### config.mk
export PLATFORM = sky130hd
export DESIGN_NAME = gcode_line_framer_core
export DESIGN_NICKNAME = d
export VERILOG_FILES = /design/src/design/gcf_pkg.sv /design/src/design/gcf_front.sv /design/src/design/gcf_back.sv /design/src/design/gcf_outq.sv /design/src/design/gcode_line_framer_core.sv
export SDC_FILE = /design/constraint.sdc
export NUM_CORES = 1
export LEC_CHECK = 0
export BUFFER_PORTS_ARGS = -buffer_cell sky130_fd_sc_hd__buf_2
export CAP_MARGIN = 15
export CORE_MARGIN = 10
export CORE_UTILIZATION = 68
export DETAILED_ROUTE_END_ITERATION = 10
export HOLD_SLACK_MARGIN = 0.08
export PLACE_DENSITY_LB_ADDON = 0.2
export REMOVE_ABC_BUFFERS = 1
export SLEW_MARGIN = 20
export SYNTH_ARGS = -nofsm -noshare
export SYNTH_HDL_FRONTEND = slang
export SYNTH_SLANG_ARGS = --single-unit
### constraint.sdc
create_clock -name clk_i -period 11.86 [get_ports clk_i]
set_clock_uncertainty 0.2 [all_clocks]
set_input_delay 1.779 -clock clk_i [delete_from_list [all_inputs] [get_ports clk_i]]
set_output_delay 1.779 -clock clk_i [all_outputs]
set_load 0.02 [all_outputs]
### src/design/gcf_pkg.sv
// gcf_pkg: shared types, codes and character constants of the g-code line framer
// depends on nothing; imported by every module of the block
package gcf_pkg;

  // longest line, header included, plus one for the checksum rule
  localparam int LineMax  = 128;
  localparam int LenW     = $clog2(LineMax);
  localparam logic [LenW-1:0] LenKeep = LenW'(LineMax - 1);

  // line number kept as packed bcd digits, least significant digit at index 0
  localparam int LnDigits = 10;
  localparam int DigW     = 4;
  localparam int IdxW     = $clog2(LnDigits);
  localparam logic [LnDigits*DigW-1:0] LnWrapBcd = 40'h4294967295;

  // func codes of an input item
  localparam logic [1:0] FUNC_LINE = 2'd0;
  localparam logic [1:0] FUNC_RAW  = 2'd1;
  localparam logic [1:0] FUNC_ZERO = 2'd2;
  localparam logic [1:0] FUNC_NONE = 2'd3;

  // characters
  localparam logic [7:0] CH_N     = 8'h4E;
  localparam logic [7:0] CH_SP    = 8'h20;
  localparam logic [7:0] CH_STAR  = 8'h2A;
  localparam logic [7:0] CH_NL    = 8'h0A;
  localparam logic [7:0] CH_ZERO  = 8'h30;

  typedef struct packed {
    logic [1:0] func;
    logic [7:0] data_byte;
    logic       last_byte;
  } gcf_in_t;

  typedef struct packed {
    logic [7:0] out_byte;
    logic       run_end;
  } gcf_out_t;

  typedef enum logic [1:0] {
    KIND_LINE,
    KIND_RAW,
    KIND_ZERO
  } gcf_kind_e;

  typedef struct packed {
    gcf_kind_e  kind;
    logic [7:0] data_byte;
    logic       last_byte;
  } gcf_cmd_t;

  typedef enum logic [3:0] {
    ST_IDLE,
    ST_HDR_N,
    ST_HDR_DIG,
    ST_HDR_SP,
    ST_CHAR,
    ST_STAR,
    ST_CS_DIG,
    ST_NL,
    ST_RAW_CHAR,
    ST_RAW_NL
  } gcf_state_e;

endpackage

### src/design/gcf_front.sv
// gcf_front: input side, classifies items and holds them in a two-entry command queue
// depends on gcf_pkg
module gcf_front (
  input  logic              clk_i,
  input  logic              rst_ni,
  input  logic              push,
  output logic              full,
  input  gcf_pkg::gcf_in_t  in_i,
  output logic              cmd_valid_o,
  output gcf_pkg::gcf_cmd_t cmd_o,
  input  logic              cmd_pop_i
);
  import gcf_pkg::*;

  gcf_cmd_t   entry_q [2];
  logic       wr_ptr_q, wr_ptr_d;
  logic       rd_ptr_q, rd_ptr_d;
  logic [1:0] count_q, count_d;
  gcf_cmd_t   cmd_new;
  logic       enq, deq;

  always_comb begin
    cmd_new.data_byte = in_i.data_byte;
    cmd_new.last_byte = in_i.last_byte;
    unique case (in_i.func)
      FUNC_LINE: cmd_new.kind = KIND_LINE;
      FUNC_RAW:  cmd_new.kind = KIND_RAW;
      FUNC_ZERO: cmd_new.kind = KIND_ZERO;
      default:   cmd_new.kind = KIND_LINE;
    endcase
  end

  assign full        = (count_q == 2'd2);
  // unused func code is taken and dropped here
  assign enq         = push && !full && (in_i.func != FUNC_NONE);
  assign deq         = cmd_pop_i && (count_q != 2'd0);
  assign cmd_valid_o = (count_q != 2'd0);
  assign cmd_o       = entry_q[rd_ptr_q];

  always_comb begin
    wr_ptr_d = enq ? !wr_ptr_q : wr_ptr_q;
    rd_ptr_d = deq ? !rd_ptr_q : rd_ptr_q;
    count_d  = 2'(count_q + {1'b0, enq} - {1'b0, deq});
  end

  always_ff @(posedge clk_i or negedge rst_ni) begin
    if (!rst_ni) begin
      wr_ptr_q <= 1'b0;
      rd_ptr_q <= 1'b0;
      count_q  <= 2'd0;
    end else begin
      wr_ptr_q <= wr_ptr_d;
      rd_ptr_q <= rd_ptr_d;
      count_q  <= count_d;
    end
  end

  always_ff @(posedge clk_i) begin
    if (enq) begin
      entry_q[wr_ptr_q] <= cmd_new;
    end
  end

  // the fill count rises by one on an enqueue with no dequeue
  a_count_track: assert property (@(posedge clk_i) disable iff (!rst_ni)
    (enq && !deq) |=> (count_q == 2'($past(count_q) + 2'd1)))
    else $error("queue count lost an enqueue");

endmodule

### src/design/gcf_back.sv
// gcf_back: sequencer that frames lines and emits one character per transfer
// depends on gcf_pkg; holds line number (bcd), running xor, line length, open-line flag
module gcf_back (
  input  logic              clk_i,
  input  logic              rst_ni,
  input  logic              cmd_valid_i,
  input  gcf_pkg::gcf_cmd_t cmd_i,
  output logic              cmd_pop_o,
  output logic              emit_valid_o,
  output gcf_pkg::gcf_out_t emit_o,
  input  logic              emit_ready_i
);
  import gcf_pkg::*;

  typedef logic [LnDigits-1:0][DigW-1:0] bcd_t;
  typedef logic [2:0][DigW-1:0]          cs_t;

  gcf_state_e     state_q, state_d;
  gcf_cmd_t       cmd_q, cmd_d;
  logic [IdxW-1:0] idx_q, idx_d;
  bcd_t           ln_q, ln_d;
  logic [7:0]     xor_q, xor_d;
  logic [LenW-1:0] len_q, len_d;
  logic           mid_q, mid_d;

  logic [IdxW-1:0] hdr_ndig;
  cs_t            cs_dig;
  logic [1:0]     cs_ndig;
  logic           keep;
  logic           fire;

  function automatic logic [IdxW-1:0] bcd_ndig(bcd_t v);
    logic [IdxW-1:0] n;
    n = IdxW'(1);
    for (int i = 0; i < LnDigits; i++) begin
      if (v[i] != '0) n = IdxW'(i + 1);
    end
    return n;
  endfunction

  function automatic bcd_t bcd_inc(bcd_t v);
    bcd_t r;
    logic carry;
    carry = 1'b1;
    for (int i = 0; i < LnDigits; i++) begin
      if (carry) r[i] = (v[i] == DigW'(9)) ? '0 : DigW'(v[i] + DigW'(1));
      else       r[i] = v[i];
      carry = carry && (v[i] == DigW'(9));
    end
    if (v == LnWrapBcd) r = '0;
    return r;
  endfunction

  function automatic cs_t cs_split(logic [7:0] x);
    cs_t        d;
    logic [1:0] h;
    logic [6:0] r;
    logic [14:0] p;
    logic [3:0] t;
    h = (x >= 8'd200) ? 2'd2 : ((x >= 8'd100) ? 2'd1 : 2'd0);
    r = 7'(x - ((h == 2'd2) ? 8'd200 : ((h == 2'd1) ? 8'd100 : 8'd0)));
    // r below 100: r / 10 by reciprocal 205 / 2048
    p = 15'(r) * 15'd205;
    t = p[14:11];
    d[2] = {2'b00, h};
    d[1] = t;
    d[0] = 4'(r - 7'(t) * 7'd10);
    return d;
  endfunction

  assign hdr_ndig = bcd_ndig(ln_q);
  assign cs_dig   = cs_split(xor_q);
  assign cs_ndig  = (cs_dig[2] != '0) ? 2'd3 : ((cs_dig[1] != '0) ? 2'd2 : 2'd1);
  assign keep     = (len_q < LenKeep);
  assign fire     = emit_valid_o && emit_ready_i;

  always_comb begin
    state_d       = state_q;
    cmd_d         = cmd_q;
    idx_d         = idx_q;
    ln_d          = ln_q;
    xor_d         = xor_q;
    len_d         = len_q;
    mid_d         = mid_q;
    cmd_pop_o     = 1'b0;
    emit_valid_o  = 1'b0;
    emit_o        = '{out_byte: CH_NL, run_end: 1'b0};

    unique case (state_q)
      ST_IDLE: begin
        cmd_pop_o = cmd_valid_i;
        if (cmd_valid_i) begin
          cmd_d = cmd_i;
          unique case (cmd_i.kind)
            KIND_ZERO: ln_d = '0;
            KIND_RAW:  state_d = ST_RAW_CHAR;
            KIND_LINE: begin
              if (!mid_q) begin
                state_d = ST_HDR_N;
                xor_d   = '0;
                len_d   = '0;
                mid_d   = 1'b1;
                idx_d   = IdxW'(hdr_ndig - IdxW'(1));
              end else begin
                state_d = ST_CHAR;
              end
            end
            default: state_d = ST_IDLE;
          endcase
        end
      end
      ST_HDR_N: begin
        emit_valid_o = 1'b1;
        emit_o.out_byte = CH_N;
        if (fire) state_d = ST_HDR_DIG;
      end
      ST_HDR_DIG: begin
        emit_valid_o = 1'b1;
        emit_o.out_byte = CH_ZERO | {4'b0000, ln_q[idx_q]};
        if (fire) begin
          if (idx_q == '0) state_d = ST_HDR_SP;
          else             idx_d = IdxW'(idx_q - IdxW'(1));
        end
      end
      ST_HDR_SP: begin
        emit_valid_o = 1'b1;
        emit_o.out_byte = CH_SP;
        if (fire) state_d = ST_CHAR;
      end
      ST_CHAR: begin
        // a dropped character emits nothing but still closes the line when marked last
        emit_valid_o   = keep;
        emit_o.out_byte = cmd_q.data_byte;
        emit_o.run_end  = !cmd_q.last_byte;
        if (fire || !keep) state_d = cmd_q.last_byte ? ST_STAR : ST_IDLE;
      end
      ST_STAR: begin
        emit_valid_o = 1'b1;
        emit_o.out_byte = CH_STAR;
        if (fire) begin
          state_d = ST_CS_DIG;
          idx_d   = IdxW'(cs_ndig - 2'd1);
        end
      end
      ST_CS_DIG: begin
        emit_valid_o = 1'b1;
        emit_o.out_byte = CH_ZERO | {4'b0000, cs_dig[idx_q[1:0]]};
        if (fire) begin
          if (idx_q == '0) state_d = ST_NL;
          else             idx_d = IdxW'(idx_q - IdxW'(1));
        end
      end
      ST_NL: begin
        emit_valid_o = 1'b1;
        emit_o.out_byte = CH_NL;
        emit_o.run_end  = 1'b1;
        if (fire) begin
          state_d = ST_IDLE;
          ln_d    = bcd_inc(ln_q);
          mid_d   = 1'b0;
        end
      end
      ST_RAW_CHAR: begin
        emit_valid_o = 1'b1;
        emit_o.out_byte = cmd_q.data_byte;
        emit_o.run_end  = !cmd_q.last_byte;
        if (fire) state_d = cmd_q.last_byte ? ST_RAW_NL : ST_IDLE;
      end
      ST_RAW_NL: begin
        emit_valid_o = 1'b1;
        emit_o.out_byte = CH_NL;
        emit_o.run_end  = 1'b1;
        if (fire) state_d = ST_IDLE;
      end
      default: state_d = ST_IDLE;
    endcase

    // header and kept characters count into the open line
    if (fire && (state_q == ST_HDR_N || state_q == ST_HDR_DIG || state_q == ST_HDR_SP ||
                 state_q == ST_CHAR)) begin
      xor_d = xor_q ^ emit_o.out_byte;
      len_d = LenW'(len_q + LenW'(1));
    end
  end

  always_ff @(posedge clk_i or negedge rst_ni) begin
    if (!rst_ni) begin
      state_q <= ST_IDLE;
      ln_q    <= '0;
      xor_q   <= '0;
      len_q   <= '0;
      mid_q   <= 1'b0;
    end else begin
      state_q <= state_d;
      ln_q    <= ln_d;
      xor_q   <= xor_d;
      len_q   <= len_d;
      mid_q   <= mid_d;
    end
  end

  always_ff @(posedge clk_i) begin
    cmd_q <= cmd_d;
    idx_q <= idx_d;
  end

  // a line closes only with its newline
  a_mid_close: assert property (@(posedge clk_i) disable iff (!rst_ni)
    $fell(mid_q) |-> $past(state_q == ST_NL))
    else $error("open line closed outside the trailer");

  // header states run only inside an open line
  a_hdr_open: assert property (@(posedge clk_i) disable iff (!rst_ni)
    (state_q == ST_HDR_N || state_q == ST_HDR_DIG || state_q == ST_HDR_SP) |-> mid_q)
    else $error("header emitted with no open line");

  // a stalled character holds until transferred
  a_emit_hold: assert property (@(posedge clk_i) disable iff (!rst_ni)
    (emit_valid_o && !emit_ready_i) |=> (emit_valid_o && $stable(emit_o)))
    else $error("stalled character changed");

endmodule

### src/design/gcf_outq.sv
// gcf_outq: one-entry output register between the sequencer and the result queue ports
// depends on gcf_pkg
module gcf_outq (
  input  logic              clk_i,
  input  logic              rst_ni,
  input  logic              in_valid_i,
  input  gcf_pkg::gcf_out_t in_i,
  output logic              in_ready_o,
  output logic              empty,
  input  logic              pop,
  output gcf_pkg::gcf_out_t out_o
);
  import gcf_pkg::*;

  logic     valid_q, valid_d;
  gcf_out_t data_q;
  logic     load;

  assign in_ready_o = !valid_q || pop;
  assign load       = in_valid_i && in_ready_o;
  assign empty      = !valid_q;
  assign out_o      = data_q;

  always_comb begin
    if (load)     valid_d = 1'b1;
    else if (pop) valid_d = 1'b0;
    else          valid_d = valid_q;
  end

  always_ff @(posedge clk_i or negedge rst_ni) begin
    if (!rst_ni) begin
      valid_q <= 1'b0;
    end else begin
      valid_q <= valid_d;
    end
  end

  always_ff @(posedge clk_i) begin
    if (load) begin
      data_q <= in_i;
    end
  end

endmodule

### src/design/gcode_line_framer_core.sv
// gcode_line_framer_core: top level of the g-code line framer
// depends on gcf_pkg, gcf_front, gcf_back, gcf_outq
//
//  channel  | direction | handshake            | payload
//  ---------+-----------+----------------------+-------------------------------
//  command  | in        | push / full          | in_i  : func, data_byte, last_byte
//  output   | out       | empty / pop          | out_o : out_byte, run_end
//
// sequencer steps: a mid-line character is fetched in idle, then emitted;
//   a line's first character is preceded by the header (N, line-number digits, space),
//   a closing character is followed by the trailer (star, checksum digits, newline)
// a line-number reset command is taken in the idle state and emits nothing
// the sequencer emits at most one character per cycle, set by the output register
// reset clears the queues, the line number and the open-line state at once
// a stall on pop backs up the output register, then the sequencer, then the
//   two-entry command queue, and finally raises full

module gcode_line_framer_core (
  input  logic              clk_i,
  input  logic              rst_ni,
  input  logic              push,
  output logic              full,
  input  gcf_pkg::gcf_in_t  in_i,
  output logic              empty,
  input  logic              pop,
  output gcf_pkg::gcf_out_t out_o
);
  import gcf_pkg::*;

  // front to back command transfer
  logic     cmd_valid;
  gcf_cmd_t cmd;
  logic     cmd_pop;

  // back to output register character transfer
  logic     emit_valid;
  gcf_out_t emit;
  logic     emit_ready;

  // accepts and classifies items, drops the unused func code
  gcf_front u_front (
    .clk_i       (clk_i),
    .rst_ni      (rst_ni),
    .push        (push),
    .full        (full),
    .in_i        (in_i),
    .cmd_valid_o (cmd_valid),
    .cmd_o       (cmd),
    .cmd_pop_i   (cmd_pop)
  );

  // frames lines: header, kept characters, checksum trailer, raw pass-through
  gcf_back u_back (
    .clk_i        (clk_i),
    .rst_ni       (rst_ni),
    .cmd_valid_i  (cmd_valid),
    .cmd_i        (cmd),
    .cmd_pop_o    (cmd_pop),
    .emit_valid_o (emit_valid),
    .emit_o       (emit),
    .emit_ready_i (emit_ready)
  );

  // result register facing the output queue ports
  gcf_outq u_outq (
    .clk_i      (clk_i),
    .rst_ni     (rst_ni),
    .in_valid_i (emit_valid),
    .in_i       (emit),
    .in_ready_o (emit_ready),
    .empty      (empty),
    .pop        (pop),
    .out_o      (out_o)
  );

endmodule
==> results.txt <==
Detailed-route DRC error count -> 0
I/O Pins -> 26
Max_cap viols -> 0
CTS root buf -> clkbuf_8
Relative slew margins -> 0.313
Status -> finished, final reports clean
Measured slew at the worst slew-check pin -> 1.03 ns
Chip height -> 125 um
Final estimated routing congestion in global placement -> 0.911
CP max-delay cell -> fa_1
Hold Fails Final Rpt -> 0
Rows -> 38
Area grow syn2layout -> 4.93%
Maximum root-to-sink buffer count -> 2
TNS Setup -> 0 ns
CP required -> 11.88 ns
CP Data Arrival Time -> 6.89 ns
Worst-skew pair later-pin latency -> 0.40 ns
CTS Buf Count -> 9
CORE AREA -> 0.0108 mm^2
Die area -> 0.0157 mm^2
Synth warn -> 0
Mapped Cells -> 776
Register area share after synthesis -> 0.390
Fmax -> 145 MHz
Hold_buf cts -> 0
Final Max Slew Viols -> 0
Layout Utilization -> 0.731
Vias in the first global route -> 6095
Crit path largest cell delay -> 0.51 ns
Reg area -> 0.00295 mm^2
Syn_area_per_cell -> 9.74 um^2
RSZ-0062 raised after global routing -> false
Prevailing post-synth register cell -> dfrtp_1
CTS clk-pin slew, worst paths -> 0.11 ns
CTS H-tree depth -> 3
Multi-input gate area -> 0.00426 mm^2
Routed Antenna Nets -> 0
Mapped cell area -> 0.00756 mm^2
Dpl hpwl -> 13000 um
Most used cell, CP -> ha_1
Final count of negative-setup-slack endpoints -> 0
Startpoint type of the worst setup path -> flip-flop
Global-route wire length before repair -> 29800 um
Post-CTS Setup Bufs -> 0
ANT cells -> 0
Vias per cell -> 6.65
Via count -> 6178
Post-Layout Cell Count -> 929
Min Tclk post-route -> 6.87 ns
Number of flops mapped to enable cells by yosys -> 44
Placed instance count -> 913
Post-Route WL -> 17500 um
CTS tree -> built
Period utilisation layout -> 0.580
Critical Path Sink Type -> flip-flop
Yosys reg bits -> 109
1st-iter DRT viols -> 684
Initial Utilization -> 0.697
Share of cells above drive strength 1 -> 0.108
Nets -> 871
Crit Path Max Fanout -> 7
Buf/Inv on CP -> 3
Async S/R FF share, synth -> 0.596
Die width -> 125 um
Top delay family on crit path -> adder cells
PortBufs -> 25
GRT overflow -> 0
Gates resized, CTS repair -> 0
Distinct cells, synth -> 80
Worst Hold Class -> flip-flop to flip-flop
Pin count of the biggest net entering global routing -> 66
Num Clock Sinks -> 109
Fillers -> 798
CP Class -> flip-flop to flip-flop
DRT Pass-1 Iters -> 5
Initial antenna violation count -> 0
GRT Util Overall -> 0.224
Avg WL per Cell -> 18.9 um
==> worst register-to-register path, cell delays in order (launching register included) <==
cell and delay, ns:
dfrtp_1 0.49, o311a_1 0.43, a21oi_1 0.24, ha_1 0.20, inv_1 0.07, fa_1 0.40
o21a_1 0.18, nor2_1 0.11, xnor2_1 0.19, ha_1 0.29, ha_1 0.29, fa_1 0.51
inv_1 0.05, fa_1 0.51, inv_1 0.05, ha_1 0.23, or3_1 0.38, o221a_2 0.27
a22o_1 0.22, a21oi_1 0.28, xnor2_1 0.15, ha_1 0.22, a211oi_1 0.25, xnor2_1 0.20
nor2_1 0.08, a211oi_1 0.21
==> through the flow <==
step                instance area [um^2]  setup slack, ns  hold slack, ns
floorplan                           7430             5.68           0.245
global placement                    7740             5.43           0.272
detailed placement                  7740             5.13           0.297
CTS                                 7930             5.03           0.312
global route                        7930             4.65           0.335
finish                              7930             4.99           0.306
==> cells in the mapped netlist (3+ instances only) <==
master / instances / area (um^2)
nor4_1: 8 / 50.1
or3_1: 6 / 37.5
mux2_2: 14 / 158
nor3b_1: 4 / 30.0
clkbuf_1: 20 / 75.1
a22oi_1: 7 / 52.6
o31ai_1: 14 / 105
fa_1: 9 / 180
inv_1: 60 / 225
and2_1: 9 / 56.3
nand4_1: 13 / 81.3
a31o_2: 3 / 26.3
xnor2_1: 13 / 114
ha_1: 63 / 788
nor2b_1: 10 / 62.6
nand2b_1: 16 / 100
nor2_1: 49 / 184
edfxtp_1: 44 / 1320
o41ai_1: 6 / 52.6
mux4_2: 8 / 180
nor3_1: 14 / 70.1
and3_1: 9 / 56.3
nand3_1: 35 / 175
o21ai_0: 71 / 355
buf_2: 7 / 35.0
a211oi_1: 7 / 52.6
nand2_1: 60 / 225
a21oi_1: 32 / 160
nand3b_1: 8 / 60.1
a31oi_1: 7 / 43.8
a22o_1: 3 / 26.3
o311ai_0: 3 / 26.3
and4b_1: 3 / 30.0
o22ai_1: 7 / 43.8
dfrtp_1: 65 / 1630
mux2i_1: 7 / 70.1
==> cells in the final DEF (no fill, tap or decap), types with 4 or more instances in the layout <==
master,count
inv_8,4
dfrtp_1,65
clkbuf_8,9
inv_1,60
nand2_1,60
nand4_1,13
a22oi_1,7
mux2_2,14
nor4_1,8
and2_1,9
nor3_1,14
a31oi_1,7
nand3_1,35
o41ai_1,6
mux4_2,8
nand2b_1,16
o21ai_0,71
buf_2,25
o22ai_1,7
xnor2_1,13
nor2b_1,10
and3_1,9
nor2_1,49
nor3b_1,4
o31ai_1,14
mux2i_1,7
a21oi_1,32
or3_1,6
fa_1,9
nand3b_1,8
a211oi_1,7
ha_1,63
edfxtp_1,44
==> sequential cells by signal, summed over array words and instances (netlist names) <==
| signal | count |
|---|---|
| u_outq.out_o | 9 |
| u_back.ln_q | 40 |
| u_front.rd_ptr_q | 1 |
| u_back.state_q | 4 |
| u_back.idx_q | 4 |
| u_back.xor_q | 8 |
| u_front.wr_ptr_q | 1 |
| u_outq.valid_q | 1 |
| u_back.cmd_q | 9 |
| u_front.count_q | 2 |
| u_back.len_q | 7 |
| u_front.entry_q | 22 |
| u_back.mid_q | 1 |
==> per-layer routing <==
| metal | vias to the layer above | part of all wire | GRT usage |
|---|---|---|---|
| met5 | - | 0 | 0 |
| met4 | 0 | 0.020 | 0.0793 |
| met3 | 34 | 0.061 | 0.0363 |
| met2 | 254 | 0.49 | 0.366 |
| met1 | 3006 | 0.43 | 0.295 |
| li1 | 2884 | - | - |
==> layout make-up <==
cell class              instances  share of cell area
clock buffers                  10              0.0161
clock inverters                 6             0.00773
inverters                      60              0.0284
multi-input cells             578               0.537
flip-flops and latches        109               0.372
well taps                     140              0.0221
repair buffers                 26              0.0167
==> final timing paths <==
path                                                  start                           to  slack [ns]  depth (start not counted)
worst max-delay path            u_back.xor_q[3]$_DFFE_PN0P_    u_outq.out_o[4]$_DFFE_PP_        4.99                         25
worst min-delay path            u_back.len_q[6]$_DFFE_PN0P_  u_back.len_q[6]$_DFFE_PN0P_        0.31                          1
worst max register to register  u_back.xor_q[3]$_DFFE_PN0P_    u_outq.out_o[4]$_DFFE_PP_        4.99                         25
worst min register to register  u_back.len_q[6]$_DFFE_PN0P_  u_back.len_q[6]$_DFFE_PN0P_        0.31                          1
max in group asynchronous                            rst_ni  u_back.ln_q[30]$_DFFE_PN0P_        9.54                          2
min in group asynchronous                            rst_ni   u_back.ln_q[9]$_DFFE_PN0P_        1.35                          2
==> logic make-up (layout without fill, tap and decap cells) <==
group | count (synthesis) | count (layout) | synth area share
fa+ha+maj | 72 | 72 | 0.128
buf+inv | 89 | 102 | 0.0464
compound gates | 198 | 198 | 0.176
xor+xnor | 15 | 15 | 0.0174
mux | 29 | 29 | 0.0540
flops | 109 | 109 | 0.390
simple gates | 264 | 264 | 0.188
Power is left out: the tool's default activity adds up to more than one toggle a clock period on the data nets, which glitch-free logic cannot reach.
